**src/hw/rtl/lgs_pkg.sv**
```systemverilog
// Shared constants, register codes and the count store control bundle
// for the topic sampler. No dependencies.
package lgs_pkg;

  localparam int Q_FRAC      = 16;
  localparam int PRIOR_W     = 24;
  localparam int GTOT_W      = 15;
  localparam int TIU_W       = 7;
  localparam int WEIGHT_W    = 54;
  localparam int GTB_W       = PRIOR_W + GTOT_W;
  localparam int SUM_W       = 64;
  localparam int RND_W       = 32;
  localparam int TOPIC_OUT_W = 6;
  localparam int GIDX_W      = 14;
  localparam int SIDX_W      = 8;
  localparam int CIDX_W      = 6;
  localparam int REG_IDX_W   = 2;
  localparam int CFG_DATA_W  = 24;

  localparam logic [WEIGHT_W-1:0] WEIGHT_CAP = '1;

  typedef enum logic [REG_IDX_W-1:0] {
    REG_TOPICS = 2'd0,
    REG_ALPHA  = 2'd1,
    REG_BETA   = 2'd2,
    REG_GENES  = 2'd3
  } reg_idx_t;

  typedef struct packed {
    logic rd;
    logic gene_we;
    logic samp_we;
    logic tot_we;
  } cnt_ctl_t;

endpackage

```
**src/hw/rtl/lgs_weight.sv**
```systemverilog
// Topic weight unit: (gene+beta)*(sample+alpha)/(total+genes*beta) in Q.16,
// saturated; four partial products then one quotient bit a cycle. Depends on lgs_pkg.
module lgs_weight #(
  parameter int COUNT_BITS = 32,
  localparam int NW = COUNT_BITS + 17,
  localparam int HW = (NW + 1) / 2,
  localparam int PW = 2 * NW,
  localparam int DW = ((COUNT_BITS + 16 > lgs_pkg::GTB_W) ? COUNT_BITS + 16
                       : lgs_pkg::GTB_W) + 1
) (
  input  logic                          clk,
  input  logic                          rst,
  input  logic                          start,
  input  logic [COUNT_BITS-1:0]         gene_count,
  input  logic [COUNT_BITS-1:0]         samp_count,
  input  logic [COUNT_BITS-1:0]         tot_count,
  input  logic [lgs_pkg::PRIOR_W-1:0]   alpha,
  input  logic [lgs_pkg::PRIOR_W-1:0]   beta,
  input  logic [lgs_pkg::GTB_W-1:0]     gtb,
  output logic                          done,
  output logic [lgs_pkg::WEIGHT_W-1:0]  weight
);
  import lgs_pkg::*;

  typedef enum logic [3:0] {
    WS_IDLE = 4'b0001,
    WS_MUL  = 4'b0010,
    WS_CHK  = 4'b0100,
    WS_DIV  = 4'b1000
  } wstate_t;

  wstate_t              state;
  logic [5:0]           cnt;
  logic [NW-1:0]        gn;
  logic [NW-1:0]        sn;
  logic [DW-1:0]        dn;
  logic [2*HW-1:0]      pp;
  logic [1:0]           pk;
  logic [PW-1:0]        acc;
  logic [DW-1:0]        rem;
  logic [WEIGHT_W-1:0]  plo;
  logic [WEIGHT_W-1:0]  q;

  logic [HW-1:0]        a_sel;
  logic [HW-1:0]        b_sel;
  logic [PW-1:0]        pp_sh;
  logic [DW:0]          trial;
  logic                 ge;
  logic [DW-1:0]        rem_next;
  logic [WEIGHT_W-1:0]  q_next;
  logic                 ovf;

  always_comb begin
    a_sel = cnt[1] ? HW'(gn >> HW) : gn[HW-1:0];
    b_sel = cnt[0] ? HW'(sn >> HW) : sn[HW-1:0];
    unique case (pk)
      2'd0:    pp_sh = PW'(pp);
      2'd1:    pp_sh = PW'(pp) << HW;
      2'd2:    pp_sh = PW'(pp) << HW;
      default: pp_sh = PW'(pp) << (2 * HW);
    endcase
    trial    = {rem, plo[WEIGHT_W-1]};
    ge       = trial >= {1'b0, dn};
    rem_next = ge ? DW'(trial - {1'b0, dn}) : DW'(trial);
    q_next   = {q[WEIGHT_W-2:0], ge};
    ovf      = (acc >> WEIGHT_W) >= PW'(dn);
  end

  always_ff @(posedge clk) begin
    if (rst) begin
      state <= WS_IDLE;
      done  <= 1'b0;
      cnt   <= '0;
    end else begin
      done <= 1'b0;
      unique case (state)
        WS_IDLE: begin
          if (start) begin
            gn    <= NW'({gene_count, 16'b0}) + NW'(beta);
            sn    <= NW'({samp_count, 16'b0}) + NW'(alpha);
            dn    <= DW'({tot_count, 16'b0}) + DW'(gtb);
            acc   <= '0;
            cnt   <= '0;
            state <= WS_MUL;
          end
        end
        WS_MUL: begin
          if (cnt != 6'd4) begin
            pp <= (2*HW)'(a_sel) * (2*HW)'(b_sel);
            pk <= cnt[1:0];
          end
          if (cnt != 6'd0) begin
            acc <= acc + pp_sh;
          end
          if (cnt == 6'd4) begin
            state <= WS_CHK;
          end
          cnt <= cnt + 6'd1;
        end
        WS_CHK: begin
          if (ovf) begin
            weight <= WEIGHT_CAP;
            done   <= 1'b1;
            state  <= WS_IDLE;
          end else begin
            rem   <= DW'(acc >> WEIGHT_W);
            plo   <= acc[WEIGHT_W-1:0];
            q     <= '0;
            cnt   <= '0;
            state <= WS_DIV;
          end
        end
        WS_DIV: begin
          rem <= rem_next;
          plo <= plo << 1;
          q   <= q_next;
          cnt <= cnt + 6'd1;
          if (cnt == 6'(WEIGHT_W - 1)) begin
            weight <= q_next;
            done   <= 1'b1;
            state  <= WS_IDLE;
          end
        end
        default: state <= WS_IDLE;
      endcase
    end
  end

endmodule

```
**config.mk**
```make
export PLATFORM = sky130hd
export DESIGN_NAME = lgs_weight
export DESIGN_NICKNAME = d
export VERILOG_FILES = /design/src/hw/rtl/lgs_pkg.sv /design/src/hw/rtl/lgs_weight.sv
export SDC_FILE = /design/constraint.sdc
export NUM_CORES = 2
export LEC_CHECK = 0
export ABC_AREA = 1
export BUFFER_PORTS_ARGS = -buffer_cell sky130_fd_sc_hd__buf_2
export CAP_MARGIN = 10
export CORE_ASPECT_RATIO = 1.5
export CORE_UTILIZATION = 40
export CTS_CLUSTER_DIAMETER = 100
export DETAILED_ROUTE_END_ITERATION = 8
export PLACE_DENSITY_LB_ADDON = 0.05
export SLEW_MARGIN = 10
export SYNTH_ARGS = -nofsm -noshare
export SYNTH_HDL_FRONTEND = slang
export SYNTH_SLANG_ARGS = --single-unit
```
**constraint.sdc**
```tcl
create_clock -name clk -period 12.8 [get_ports clk]
set_clock_uncertainty 0.15 [all_clocks]
set_input_delay 1.28 -clock clk [delete_from_list [all_inputs] [get_ports clk]]
set_output_delay 1.28 -clock clk [all_outputs]
set_load 0.02 [all_outputs]
```
==> impl_metrics.json <==
{
  "antenna_found_initial": 17,
  "min-delay-path-class": "flip-flop to flip-flop",
  "critPathArrivalTime_ns": 9.57,
  "coreArea_mm2": 0.143,
  "ys_top_cells_by_count": "nand2_1 (2026), inv_1 (1546), nor2_1 (906), fa_1 (531), edfxtp_1 (507)",
  "gp_congestion": 1.00,
  "fin_cells": 9814,
  "slowest_delay_ns": 0.92,
  "yosys_warnings": 0,
  "hold_ws_ns": 0.331,
  "crit_type": "flip-flop to flip-flop",
  "async_flop_share_pct": 0,
  "io_pins": 241,
  "cts_max_level": 2,
  "synth_area_leaders": "edfxtp_1 (26%), fa_1 (18%), nand2_1 (13%)",
  "cp_top_family": "adder cells",
  "final_util_pct": 44.2,
  "num_vias": 50700,
  "end_kind": "flip-flop",
  "cts-root-buf": "clkbuf_16",
  "drc_errors": 0,
  "cts_hold_buf": 0,
  "dp_hpwl_um": 195000,
  "hold_violations": 0,
  "clk_pin_slew_ns": 0.06,
  "finalMaxSlewViolations": 0,
  "rsz0062_at_grt": "no",
  "slew_headroom_pct": 24.4,
  "setup_viol_count_final": 0,
  "drtPass1Iterations": 6,
  "synthMostInstantiatedCell": "nand2_1",
  "track_usage_pct": 31.3,
  "grt_pass1_wl_um": 336000,
  "dieArea_mm2": 0.146,
  "fmax_mhz": 108,
  "cts_setup_buffers": 0,
  "post_cts_resized": 0,
  "crit_slowest_cell": "inv_1",
  "io_buffers": 240,
  "avgRoutedWirePerCell_um": 23.5,
  "fp.dieW_um": 313,
  "syn_avg_cell_area_um2": 7.54,
  "setup_tns_ns": 0,
  "synth_area_mm2": 0.0579,
  "ys_seq_area_share_pct": 26.7,
  "worst_pin_slew_ns": 1.12,
  "synth_cell_types": 51,
  "status": "finished, final reports clean",
  "synthCells": 7673,
  "cp.required_ns": 13.14,
  "syn-num-nets": 8809,
  "grt_pass1_vias": 52500,
  "cts-buffers-inserted": 59,
  "clock_path_buffers": 3,
  "clock_sinks": 518,
  "synth_top_area_share_pct": 26.3,
  "overflow": 0,
  "ys.flop_type": "edfxtp_1",
  "die_y_um": 468,
  "wirelength_um": 230000,
  "yosysTopAreaCell": "edfxtp_1",
  "initial_core_util_pct": 40.4,
  "startpoint_type": "flip-flop",
  "clk_latency_ns": 0.70,
  "drive_above_1_share_pct": 6.44,
  "cts_tree": "yes",
  "vias_per_cell": 5.17,
  "post-route-period-util_pct": 72.1,
  "cp_num_buf_inv": 7,
  "drt_iter0_drc": 3498,
  "maxCapViolations": 0,
  "synth_edf_count": 507,
  "num_rows": 170,
  "dp_cells": 9700,
  "min_period_ns": 9.23,
  "final_nets": 9006,
  "grt_max_degree": 76,
  "ant_nets": 0,
  "ys_seq_elements": 518,
  "area_growth_pct": 9.39,
  "path_max_fanout": 28
}
[flip-flops by register name (all words and copies together), names as in the netlist, 50 cells and up]
| signal | count |
|---|---|
| acc | 98 |
| plo | 54 |
| q | 53 |
| weight | 54 |
| pp | 50 |
[cell usage in the layout, fill, tap and decap left out, drive strengths merged, types with 11 or more instances in the layout]
| cell | instances |
|---|---|
| o21ai | 252 |
| ha | 419 |
| nand3b | 15 |
| a21oi | 396 |
| fa | 531 |
| inv | 1561 |
| clkbuf | 66 |
| edfxtp | 507 |
| o21bai | 31 |
| buf | 312 |
| o22ai | 51 |
| xnor2 | 46 |
| nor2 | 916 |
| nand3 | 309 |
| nor4 | 14 |
| nand4 | 103 |
| a21o | 17 |
| xor2 | 116 |
| clkinv | 28 |
| or2 | 53 |
| dfxtp | 11 |
| nor3 | 70 |
| nand2 | 2031 |
| o21a | 17 |
[per-layer routing]
| layer | GRT usage, % | vias up | wire length (um) |
|---|---|---|---|
| met5 | 0 | - | 82 |
| met4 | 19.7 | 14 | 17000 |
| met3 | 3.20 | 523 | 8880 |
| met2 | 58.5 | 1395 | 120000 |
| met1 | 33.4 | 24500 | 84700 |
| li1 | - | 24300 | - |
[tightest hold or removal path: stages, from the launching register on]
cell	delay, ns
edfxtp_1	0.32
nand2_1	0.05
nand2_1	0.05
[final cells by class]
class | count | area [um^2]
clock inverter | 41 | 417
inverter | 1560 | 5860
timing repair buffer | 312 | 1760
antenna | 6 | 15.0
fill | 15000 | 80000
sequential | 518 | 15400
multi-input combinational | 5419 | 36000
clock buffer | 66 | 1500
tap | 1892 | 2370
[metrics by stage]
step	setup slack, ns	area (um^2)
after detailed placement	3.66	61400
after global routing	3.25	63300
after CTS	3.61	63300
after global placement	3.00	61300
final	3.57	63300
after floorplan	2.86	57900
[final timing paths]
check	from	end	slack, ns	cells past startpoint
max	cnt[0]	pp[43]	3.57	25
max reg2reg	cnt[0]	pp[43]	3.57	25
min reg2reg	plo[13]	plo[14]	0.33	2
min	plo[13]	plo[14]	0.33	2
[logic make-up (layout without fill, tap and decap cells)]
kind of cell,Yosys count,after routing,synth area share [%]
buffers and inverters,1736,1979,11.4
flip-flops,518,518,26.7
AO/OA/AOI/OAI,786,786,7.34
AND/OR/NAND/NOR,3521,3521,24.7
other,0,6,0
adder cells (fa/ha/maj),950,950,27.4
XOR/XNOR,162,162,2.45
Power is not shown: default switching activity piles up to over one toggle a cycle in this logic, so the estimate is an artifact.
